===== src/hw/rtl/quaternion_multiply_rotate_macros.svh =====
// Assertion macros shared by the quaternion multiply/rotate RTL.
// Each macro expects clk and arst_n in scope; define ASSERT_OFF to drop them.
`ifndef QUATERNION_MULTIPLY_ROTATE_MACROS_SVH
`define QUATERNION_MULTIPLY_ROTATE_MACROS_SVH

`ifndef ASSERT_OFF

// Property holds at every clock edge outside reset.
`define QMR_ASSERT(lbl, prop, msg) \
	lbl: assert property (@(posedge clk) disable iff (!arst_n) prop) else $error(msg);

// Condition never holds outside reset.
`define QMR_ASSERT_NEVER(lbl, cond, msg) \
	lbl: assert property (@(posedge clk) disable iff (!arst_n) !(cond)) else $error(msg);

`else

`define QMR_ASSERT(lbl, prop, msg)

`define QMR_ASSERT_NEVER(lbl, cond, msg)

`endif

`endif


===== src/hw/rtl/qmr_pkg.sv =====
// Types, widths and helpers for the quaternion multiply/rotate block.
// No dependencies; used by every module of the block.
`default_nettype none

package qmr_pkg;

	localparam int DATA_W = 16;
	localparam int FRAC_W = 13;

	// first Hamilton product: a * b
	localparam int PROD1_W = 2 * DATA_W;
	localparam int SUM1_W  = PROD1_W + 2;
	localparam int ACC1_W  = SUM1_W + 1;
	localparam int T_W     = ACC1_W - FRAC_W;

	// second Hamilton product: t * conj(a)
	localparam int PROD2_W = T_W + DATA_W;
	localparam int SUM2_W  = PROD2_W + 2;
	localparam int ACC2_W  = SUM2_W + 1;
	localparam int R2_W    = ACC2_W - FRAC_W;

	localparam int FIFO_DEPTH = 4;
	localparam int PTR_W      = $clog2(FIFO_DEPTH);

	localparam logic CMD_PRODUCT = 1'b0;
	localparam logic CMD_ROTATE  = 1'b1;

	typedef logic signed [DATA_W-1:0] comp_t;

	localparam comp_t COMP_MAX = {1'b0, {(DATA_W-1){1'b1}}};
	localparam comp_t COMP_MIN = ~COMP_MAX;

	localparam logic signed [ACC1_W-1:0] RND1 = ACC1_W'(64'sd1 <<< (FRAC_W - 1));
	localparam logic signed [ACC2_W-1:0] RND2 = ACC2_W'(64'sd1 <<< (FRAC_W - 1));

	localparam logic signed [R2_W-1:0] SAT_MAX = R2_W'((64'sd1 <<< (DATA_W - 1)) - 64'sd1);
	localparam logic signed [R2_W-1:0] SAT_MIN = ~SAT_MAX;

	typedef struct packed {
		logic         cmd;
		comp_t [3:0]  a;
		comp_t [3:0]  b;
	} item_t;

	typedef struct packed {
		logic full;
		logic empty;
	} fifo_stat_t;

	typedef struct packed {
		logic  clip;
		comp_t val;
	} sat_t;

	function automatic sat_t qmr_sat(input logic signed [R2_W-1:0] v);
		sat_t r;
		r.clip = 1'b0;
		r.val  = v[DATA_W-1:0];
		if (v > SAT_MAX) begin
			r.clip = 1'b1;
			r.val  = COMP_MAX;
		end else if (v < SAT_MIN) begin
			r.clip = 1'b1;
			r.val  = COMP_MIN;
		end
		return r;
	endfunction

endpackage

`default_nettype wire


===== src/hw/rtl/qmr_fifo.sv =====
// Short queue between the input stage and the arithmetic pipeline.
// Depends on qmr_pkg and the assertion macro header.
`default_nettype none
`include "quaternion_multiply_rotate_macros.svh"

module qmr_fifo (
	input  logic                 clk,
	input  logic                 arst_n,
	input  logic                 push,
	input  qmr_pkg::item_t       push_item,
	input  logic                 pop,
	output qmr_pkg::item_t       pop_item,
	output qmr_pkg::fifo_stat_t  stat
);
	import qmr_pkg::*;

	item_t            mem_q [FIFO_DEPTH];
	logic [PTR_W-1:0] wr_ptr_q;
	logic [PTR_W-1:0] rd_ptr_q;
	logic [PTR_W:0]   count_q;

	assign stat.full  = (count_q == (PTR_W+1)'(FIFO_DEPTH));
	assign stat.empty = (count_q == '0);
	assign pop_item   = mem_q[rd_ptr_q];

	always_ff @(posedge clk or negedge arst_n) begin
		if (!arst_n) begin
			wr_ptr_q <= '0;
			rd_ptr_q <= '0;
			count_q  <= '0;
		end else begin
			if (push) begin
				wr_ptr_q <= wr_ptr_q + PTR_W'(1);
			end
			if (pop) begin
				rd_ptr_q <= rd_ptr_q + PTR_W'(1);
			end
			if (push && !pop) begin
				count_q <= count_q + (PTR_W+1)'(1);
			end else if (pop && !push) begin
				count_q <= count_q - (PTR_W+1)'(1);
			end
		end
	end

	always_ff @(posedge clk) begin
		if (push) begin
			mem_q[wr_ptr_q] <= push_item;
		end
	end

	`QMR_ASSERT_NEVER(a_fifo_no_overflow, push && stat.full, "push into full queue")
	`QMR_ASSERT_NEVER(a_fifo_no_underflow, pop && stat.empty, "pop from empty queue")
	`QMR_ASSERT(a_fifo_fill, push && !pop |=> !stat.empty, "queue empty after lone push")

endmodule

`default_nettype wire


===== config.mk =====
export PLATFORM = sky130hd
export DESIGN_NAME = qmr_fifo
export DESIGN_NICKNAME = d
export VERILOG_FILES = /design/src/hw/rtl/qmr_pkg.sv /design/src/hw/rtl/qmr_fifo.sv
export VERILOG_INCLUDE_DIRS = /design/src /design/src/hw/rtl
export SDC_FILE = /design/constraint.sdc
export NUM_CORES = 1
export LEC_CHECK = 0
export BUFFER_PORTS_ARGS = -buffer_cell sky130_fd_sc_hd__buf_2
export CAP_MARGIN = 30
export CORE_MARGIN = 1.5
export CORE_UTILIZATION = 35
export CTS_BUF_LIST = sky130_fd_sc_hd__clkbuf_16
export CTS_CLUSTER_SIZE = 20
export DETAILED_ROUTE_END_ITERATION = 10
export PLACE_DENSITY = 0.58
export SLEW_MARGIN = 15
export SYNTH_ARGS = -nofsm -noshare
export SYNTH_HDL_FRONTEND = slang
export SYNTH_SLANG_ARGS = --single-unit

===== constraint.sdc =====
create_clock -name clk -period 4.2 [get_ports clk]
set_input_delay 0.42 -clock clk [delete_from_list [all_inputs] [get_ports clk]]
set_output_delay 0.42 -clock clk [all_outputs]
set_load 0.005 [all_outputs]

==> results of run 1 <==
-- cell usage in the layout, fill, tap and decap left out, drive strengths merged --
| cell | instances |
|---|---|
| edfxtp | 516 |
| buf | 276 |
| mux4 | 129 |
| clkbuf | 55 |
| dlygate4sd3 | 22 |
| clkinv | 20 |
| inv | 15 |
| bufinv | 7 |
| dfrtp | 7 |
| diode | 5 |
| ha | 5 |
| and2 | 4 |
| xor2 | 4 |
| clkinvlp | 3 |
| xnor2 | 2 |
| nand2 | 2 |
| nor3 | 1 |
| nor3b | 1 |
| mux2 | 1 |
| o21ai | 1 |
| nor2 | 1 |
| fa | 1 |
-- flip-flops by register name, summed over array words and instances (netlist names) --
signal and flops:
mem_q 516, wr_ptr_q 2, rd_ptr_q 2, count_q 3
-- power by group --
| group | internal (mW) | leakage (nW) | switching [mW] |
|---|---|---|---|
| Combinational | 2.05 | 2.16 | 2.10 |
| Sequential | 6.83 | 4.82 | 0.331 |
| Clock | 2.78 | 0.883 | 1.90 |
-- layer usage --
| metal | share of wire, % | track usage, % | wire [um] | up-vias |
|---|---|---|---|---|
| met4 | 2.5 | 4.67 | 923 | 4 |
| li1 | - | - | - | 3729 |
| met3 | 6.2 | 3.89 | 2320 | 62 |
| met1 | 41 | 17.0 | 15500 | 4474 |
| met2 | 50 | 22.3 | 18700 | 193 |
| met5 | 0.077 | 0 | 29 | - |
-- cell families after synthesis --
kind of cell	count (synthesis)	synth area share, %
muxes	130	15.3
buffers and inverters	33	1.20
adders and majority gates	6	0.435
xor gates and xnor gates	6	0.277
DFF	523	82.5
and+or+nand+nor	9	0.257
AOI/OAI and AO/OA	1	0.0263
-- path summary, 6_finish.rpt --
path	startpoint	to	cells past startpoint
max in group asynchronous	arst_n	rd_ptr_q[0]	2
setup reg to reg	wr_ptr_q[0]	mem_q[2][16]	4
min in group asynchronous	arst_n	count_q[2]	2
hold reg to reg	count_q[2]	count_q[2]	1
hold / removal	push_item[10]	mem_q[2][10]	1
setup / recovery	rd_ptr_q[0]	pop_item[52]	3
-- area by class of cell --
class	instances	area [um^2]
inverter	4	15.0
multi-input combinational	152	3120
clock inverter	41	367
sequential	523	15700
clock buffer	55	1380
fill	4569	30500
antenna	5	12.5
timing repair buffer	298	1730
tap	696	871
-- worst register-to-register path, stage by stage (launching register included) --
cell and delay, ns:
dfrtp_1 0.42, inv_1 0.10, ha_1 0.15, and2_4 0.62, buf_4 0.47
-- metrics by stage --
| stage | utilization (%) | hold slack, ns |
|---|---|---|
| after floorplan | - | 0.124 |
| final | 43.1 | 0.0498 |
| after detailed placement | 39.5 | 0.266 |
| after global placement | 39.5 | 0.267 |
| after CTS | 43.1 | 0.000156 |
| after global routing | 43.1 | 0.0166 |
==> impl_metrics.env, run 1 <==
export IMPL_initial_core_util_pct=35.4
export IMPL_clock_path_buffers=3
export IMPL_placed_cell_area_um2=21200
export IMPL_drt_iter0_markers=425
export IMPL_placed_cells=1651
export IMPL_drc=0
export IMPL_place_congestion=0.707
export IMPL_ant_nets=0
export IMPL_via_per_inst=4.77
export IMPL_grt_max_degree=121
export IMPL_grt_pass1_wl_um=56600
export IMPL_cp_cell_sequence="buf_12, mux4_2, buf_2"
export IMPL_max_slew_margin_rel_pct=39.9
export IMPL_die_h_um=236
export IMPL_ys_async_sr_fraction_pct=1.34
export IMPL_p_per_area_nw_per_um2=690
export IMPL_yosysMostFrequentCell="edfxtp_1"
export IMPL_path_max_fanout=36
export IMPL_final_nets=1172
export IMPL_required_ns=3.78
export IMPL_preCtsSetupSlack_ns=1.62
export IMPL_cts_buffers=54
export IMPL_drtPass1Iterations=4
export IMPL_clk_pin_slew_ns=0.06
export IMPL_clock_skew_ns=0.0166
export IMPL_leakage_nw=7.87
export IMPL_slew_violations=0
export IMPL_fmax_mhz=324
export IMPL_status="finished clean"
export IMPL_io_buffers=263
export IMPL_stdcell_count=1774
export IMPL_antenna_found_initial=5
export IMPL_ir_drop_uv=791
export IMPL_grt_overflow_total=0
export IMPL_yosys_warnings=0
export IMPL_post_cts_buffers=0
export IMPL_hpwlAfterDp_um=21500
export IMPL_cp_slowest_cell="dfrtp_4"
export IMPL_critPathBufInv=2
export IMPL_finalHoldViolations=0
export IMPL_via_count=8462
export IMPL_cts_resized=0
export IMPL_grt_pass1_vias=9135
export IMPL_core_area_um2=53700
export IMPL_path_class="reg -> out"
export IMPL_die_area_um2=55700
export IMPL_stdcell_area_um2=23200
export IMPL_ys_ff_latch=523
export IMPL_ys_top_cells_by_count="516 x edfxtp_1, 129 x mux4_2, 12 x buf_2"
export IMPL_io_pin_count=264
export IMPL_post_drt_wl_per_cell_um=21.1
export IMPL_p_total_mw=16.0
export IMPL_cts_root_buf="clkbuf_16"
export IMPL_syn_inst=708
export IMPL_h_tree_depth=2
export IMPL_ys_flop_type="edfxtp_1"
export IMPL_grtUsageTotal_pct=13.5
export IMPL_synth_cell_types=20
export IMPL_min_path_type="in -> reg"
export IMPL_cts_tree="done"
export IMPL_syn_num_nets=847
export IMPL_syn_area_um2=19000
export IMPL_tns_ns=0
export IMPL_end_kind="output port"
export IMPL_critPathLaunchType="register"
export IMPL_setup_viol=0
export IMPL_cts_num_sinks=523
export IMPL_fp_row_count=85
export IMPL_synth_edff_count=516
export IMPL_syn_avg_cell_area_um2=26.8
export IMPL_die_w_um=236
export IMPL_tightest_slew_ns=0.902
export IMPL_rsz0062_at_grt="false"
export IMPL_cap_viol_max_count=0
export IMPL_yosysSeqAreaShare_pct=82.5
export IMPL_area_delta_synth_final_pct=21.9
export IMPL_rrSetupSlack_ns=2.09
export IMPL_slowest_delay_ns=0.93
export IMPL_drive_gt1_share_pct=45.2
export IMPL_post_route_min_period_ns=3.08
export IMPL_arrival_ns=2.66
export IMPL_fin_crit_sh_pct=73.4
export IMPL_synth_top_cell_by_area="edfxtp_1"
export IMPL_cp_top_family="flip-flops"
export IMPL_finalWorstSetupSlack_ns=1.12
export IMPL_yosys_area_top_type_share_pct=81.5
export IMPL_insertion_delay_ns=0.59
export IMPL_wl_um=37500
export IMPL_synth_area_leaders="edfxtp_1 82%, mux4_2 15%, dfrtp_1 0.92%"
export IMPL_cts_hold_buf=22
Power figures use the tool's default switching activity.
==> run 2, diff against run 1 <==
- PLACE_DENSITY: 0.58 -> 0.56
- clock period: 4.2 -> 2.9 ns (I/O delays scaled with it)
==> run 2 against run 1 <==
  * Clock-buffer cell count increased by 2
  * Clock power increased by 52%
  * Global-route usage up 0.75 points
  * Clock skew shrank 0.0031 ns
  * Wire length rose by 4.3%
  * Worst setup slack lost 0.79 ns
==> impl_metrics.env, run 2 (same netlist as run 1, synthesis figures left out) <==
export IMPL_cts_root_buf="clkbuf_16"
export IMPL_fin_crit_sh_pct=88.9
export IMPL_drc=0
export IMPL_tns_ns=0
export IMPL_antenna_found_initial=3
export IMPL_die_w_um=236
export IMPL_cp_slowest_cell="mux4_2"
export IMPL_fp_row_count=85
export IMPL_final_cell_mix="516 x edfxtp_1, 263 x buf_2, 132 x dlygate4sd3_1, 129 x mux4_2, 57 x clkbuf_16"
export IMPL_path_max_fanout=46
export IMPL_ir_drop_uv=560
export IMPL_grt_overflow_total=0
export IMPL_critPathLaunchType="register"
export IMPL_area_delta_synth_final_pct=29.4
export IMPL_h_tree_depth=2
export IMPL_clk_pin_slew_ns=0.06
export IMPL_io_pin_count=264
export IMPL_drtPass1Iterations=4
export IMPL_grt_pass1_wl_um=59700
export IMPL_critPathLaunch="rd_ptr_q[0]"
export IMPL_cts_num_sinks=523
export IMPL_reg2reg_from="wr_ptr_q[0]"
export IMPL_clock_skew_ns=0.0136
export IMPL_required_ns=2.61
export IMPL_cts_buffers=55
export IMPL_rsz0062_at_grt="false"
export IMPL_leakage_nw=8.48
export IMPL_fmax_mhz=388
export IMPL_p_per_area_nw_per_um2=969
export IMPL_place_congestion=0.693
export IMPL_setup_viol=0
export IMPL_finalHoldViolations=0
export IMPL_post_drt_wl_per_cell_um=20.6
export IMPL_ant_nets=0
export IMPL_grt_pass1_vias=10000
export IMPL_arrival_ns=2.29
export IMPL_core_area_um2=53700
export IMPL_path_class="reg -> out"
export IMPL_initial_core_util_pct=35.4
export IMPL_cts_tree="done"
export IMPL_largest_register="mem_q"
export IMPL_io_buffers=263
export IMPL_hpwlAfterDp_um=23300
export IMPL_via_per_inst=4.72
export IMPL_largest_register_ffs=516
export IMPL_post_cts_buffers=0
export IMPL_cp_cell_sequence="buf_12, mux4_2, buf_2"
export IMPL_max_slew_margin_rel_pct=59.8
export IMPL_via_count=8959
export IMPL_fillCellCount=4452
export IMPL_post_route_min_period_ns=2.58
export IMPL_drt_iter0_markers=382
export IMPL_final_nets=1298
export IMPL_top_regs="mem_q (516), count_q (3)"
export IMPL_end_kind="output port"
export IMPL_slew_violations=0
export IMPL_tightest_slew_ns=0.602
export IMPL_stdcell_count=1897
export IMPL_status="finished clean"
export IMPL_cap_viol_max_count=0
export IMPL_cts_resized=0
export IMPL_final_common_cell="edfxtp_1"
export IMPL_grtUsageTotal_pct=14.2
export IMPL_drive_gt1_share_pct=42.3
export IMPL_die_h_um=236
export IMPL_wl_um=39100
export IMPL_min_path_type="in -> async"
export IMPL_insertion_delay_ns=0.59
export IMPL_die_area_um2=55700
export IMPL_grt_max_degree=47
export IMPL_clock_path_buffers=3
export IMPL_slowest_delay_ns=0.57
export IMPL_placed_cells=1666
run 2: layout make-up:
type	instances	area (um^2)	area share (%)
Antenna cell	1	2.50	0.0102
Clock buffer	57	1430	5.80
Clock inverter	41	408	1.66
Inverter	4	15.0	0.0611
Multi-Input combinational cell	152	3120	12.7
Sequential cell	523	15700	63.8
Tap cell	696	871	3.54
Timing Repair Buffer	423	3070	12.5
run 2: report_power, final:
group / switching, mW / leakage [nW] / internal, mW
Combinational: 3.18 / 2.74 / 3.24
Clock: 2.85 / 0.921 / 4.25
Sequential: 0.425 / 4.82 / 9.87
Total: 6.46 / 8.48 / 17.4
run 2: worst max-delay path: cells and delay by family (launching register included):
family	cells	cell delay, ns
DFF	1	0.54
buffers and inverters	2	0.51
muxes	1	0.57
run 2: path summary, 6_finish.rpt:
check | end | slack, ns | cells after the start
worst max-delay path | pop_item[94] | 0.32 | 3
worst min-delay path | wr_ptr_q[0] | 0.06 | 2
min in group clk | mem_q[1][107] | 0.44 | 2
worst min register to register | count_q[2] | 0.50 | 1
max in group asynchronous | rd_ptr_q[1] | 2.66 | 2
worst max register to register | mem_q[2][44] | 0.99 | 4
run 2: stage by stage:
step                util [%]  area [um^2]  hold slack [ns]  worst slack, ns  power, mW
finish                  45.8        24600           0.0618            0.323       23.8
global route            45.8        24600           0.0683            0.184       25.0
CTS                     45.8        24600           0.0174            0.230       24.3
detailed placement      39.9        21400            0.133            0.892       17.0
global placement        39.9        21400            0.131            0.915       16.9
floorplan                  -        19000         -0.00559            0.253       14.1
run 2: routing by layer:
layer,global-route usage [%],wire length [um],vias to the layer above
met1,16.9,15500,4701
met2,25.1,20500,199
li1,-,-,3983
met3,3.82,2170,72
met4,4.69,935,4
met5,0,27,-
run 2: repair_timing:
item | 4_1_cts | 5_1_grt
setup endpoints to repair | 0 | 0
hold buffers | 132 | 0
endpoints found under the hold margin | 527 | 0
==> run 3, diff against run 2 <==
- CORE_UTILIZATION: 35 -> 30
- HOLD_SLACK_MARGIN: unset -> 0.03
- PLACE_DENSITY: 0.56 -> 0.5
- SLEW_MARGIN: 15 -> unset
==> run 3 against run 2 <==
  * Largest power group unchanged
  * First-iteration DRC count grew 3.1%
  * Via count increased by 0.63%
  * Clock power down 3.2%
  * Fmax decreased by 1.2%
  * Utilization fell by 6.3 points
  * Critical path type unchanged
  * Highest routed layer unchanged
  * Final area is 0.91% higher
  * Worst setup slack worse by 0.031 ns
==> impl_metrics.env, run 3 (same netlist as run 1, synthesis figures left out) <==
export IMPL_cts_root_buf="clkbuf_16"
export IMPL_p_total_mw=23.8
export IMPL_fmax_mhz=383
export IMPL_max_slew_margin_rel_pct=59.0
export IMPL_grtUsageTotal_pct=12.7
export IMPL_die_h_um=255
export IMPL_critPathBufInv=3
export IMPL_setup_viol=0
export IMPL_slew_violations=0
export IMPL_critPathLaunchType="register"
export IMPL_slowest_delay_ns=0.52
export IMPL_post_route_min_period_ns=2.61
export IMPL_final_common_cell="edfxtp_1"
export IMPL_place_congestion=0.687
export IMPL_fp_row_count=92
export IMPL_cts_buffers=55
export IMPL_arrival_ns=2.32
export IMPL_reg2reg_depth=4
export IMPL_reg2reg_from="wr_ptr_q[1]"
export IMPL_cap_viol_max_count=0
export IMPL_rrSetupSlack_ns=1.07
export IMPL_end_kind="output port"
export IMPL_required_ns=2.61
export IMPL_status="finished clean"
export IMPL_finalHoldViolations=0
export IMPL_die_w_um=255
export IMPL_rsz0062_at_grt="false"
export IMPL_io_buffers=263
export IMPL_path_class="reg -> out"
export IMPL_diodes=0
export IMPL_clock_path_buffers=3
export IMPL_post_drt_wl_per_cell_um=20.0
export IMPL_tightest_slew_ns=0.615
export IMPL_io_pin_count=264
export IMPL_tns_ns=0
export IMPL_leakage_nw=8.51
export IMPL_core_area_um2=62900
export IMPL_cp_top_family="buffers and inverters"
export IMPL_min_path_type="in -> async"
export IMPL_cts_num_sinks=523
export IMPL_area_delta_synth_final_pct=30.6
export IMPL_hpwlAfterDp_um=25100
export IMPL_drc=0
export IMPL_final_nets=1306
export IMPL_grt_pass1_vias=10000
export IMPL_largest_register="mem_q"
export IMPL_grt_pass1_wl_um=61300
export IMPL_via_count=9015
export IMPL_r2r_end="mem_q[1][8]"
export IMPL_ir_drop_uv=472
export IMPL_wl_um=41000
export IMPL_top_regs="mem_q (516), count_q (3)"
export IMPL_fin_crit_sh_pct=89.9
export IMPL_antenna_found_initial=2
export IMPL_cp_slowest_cell="dfrtp_4"
export IMPL_h_tree_depth=2
export IMPL_post_cts_buffers=0
export IMPL_cts_tree="done"
export IMPL_grt_overflow_total=0
export IMPL_initial_core_util_pct=30.2
export IMPL_ant_nets=0
export IMPL_clock_skew_ns=0.0130
export IMPL_die_area_um2=64900
export IMPL_clk_pin_slew_ns=0.06
export IMPL_drtPass1Iterations=4
export IMPL_cp_cell_sequence="buf_12, buf_4, mux4_2, buf_2"
export IMPL_grt_max_degree=41
export IMPL_drive_gt1_share_pct=42.2
export IMPL_path_max_fanout=22
export IMPL_largest_register_ffs=516
export IMPL_final_cell_mix="516 x edfxtp_1, 263 x buf_2, 132 x dlygate4sd3_1, 129 x mux4_2, 57 x clkbuf_16"
export IMPL_drt_iter0_markers=394
export IMPL_p_per_area_nw_per_um2=959
export IMPL_via_per_inst=4.39
export IMPL_fin_util_pct=39.5
export IMPL_insertion_delay_ns=0.60
run 3: changes by cell type in the layout (fill, tap and decap cells not counted):
cell        previous run  this run
buf_12                18        21
buf_4                 10        15
bufinv_16              8         6
clkinv_1               8        11
clkinv_2               8         5
clkinvlp_4             5         4
diode_2                1         0
inv_1                 13        16
run 3: power by group:
group / internal (mW) / leakage (nW) / switching (mW)
logic: 3.36 / 2.79 / 3.28
clock network: 4.06 / 0.901 / 2.81
registers: 9.87 / 4.82 / 0.428
total: 17.3 / 8.51 / 6.51
run 3: how the worst max path moves through the flow:
stage	startpoint	end	slack, ns	cells after the start
finish	rd_ptr_q[0]	pop_item[121]	0.29	4
global route	rd_ptr_q[0]	pop_item[15]	0.13	4
CTS	rd_ptr_q[0]	pop_item[121]	0.19	4
detailed placement	rd_ptr_q[0]	pop_item[121]	0.85	4
global placement	rd_ptr_q[0]	pop_item[10]	0.85	4
floorplan	wr_ptr_q[0]	mem_q[2][0]	0.25	3
run 3: routing by layer:
layer  vias to the layer above  GRT usage [%]  part of all wire (%)
met5                         -              0                 0.049
met4                         4           3.65                   2.0
met3                        65           3.62                   5.7
met2                       206           21.7                    51
met1                      4734           15.6                    41
li1                       4006              -                     -
run 3: metrics by stage:
stage          area [um^2]  hold slack [ns]  setup WS, ns  instances
2_1_floorplan        19000         -0.00559         0.253        708
3_3_place_gp         21700            0.148         0.852       1824
3_5_place_dp         21700            0.148         0.852       1824
4_1_cts              24800           0.0440         0.187       2054
5_1_grt              24800           0.0680         0.126       2054
6_report             24800           0.0820         0.292       2054
run 3: final cells by class:
cell class,count,area [um^2]
multi-input combinational,152,3120
timing repair buffer,431,3170
tap,846,1060
fill,5737,38000
clock inverter,41,348
clock buffer,57,1430
sequential,523,15700
inverter,4,15.0
run 3: timing repair:
action | 4_1_cts | 5_1_grt
hold buffers | 132 | 0
setup endpoints to repair | 0 | 0
hold endpoints to repair | 527 | 0
gates resized for setup | 0 | 0
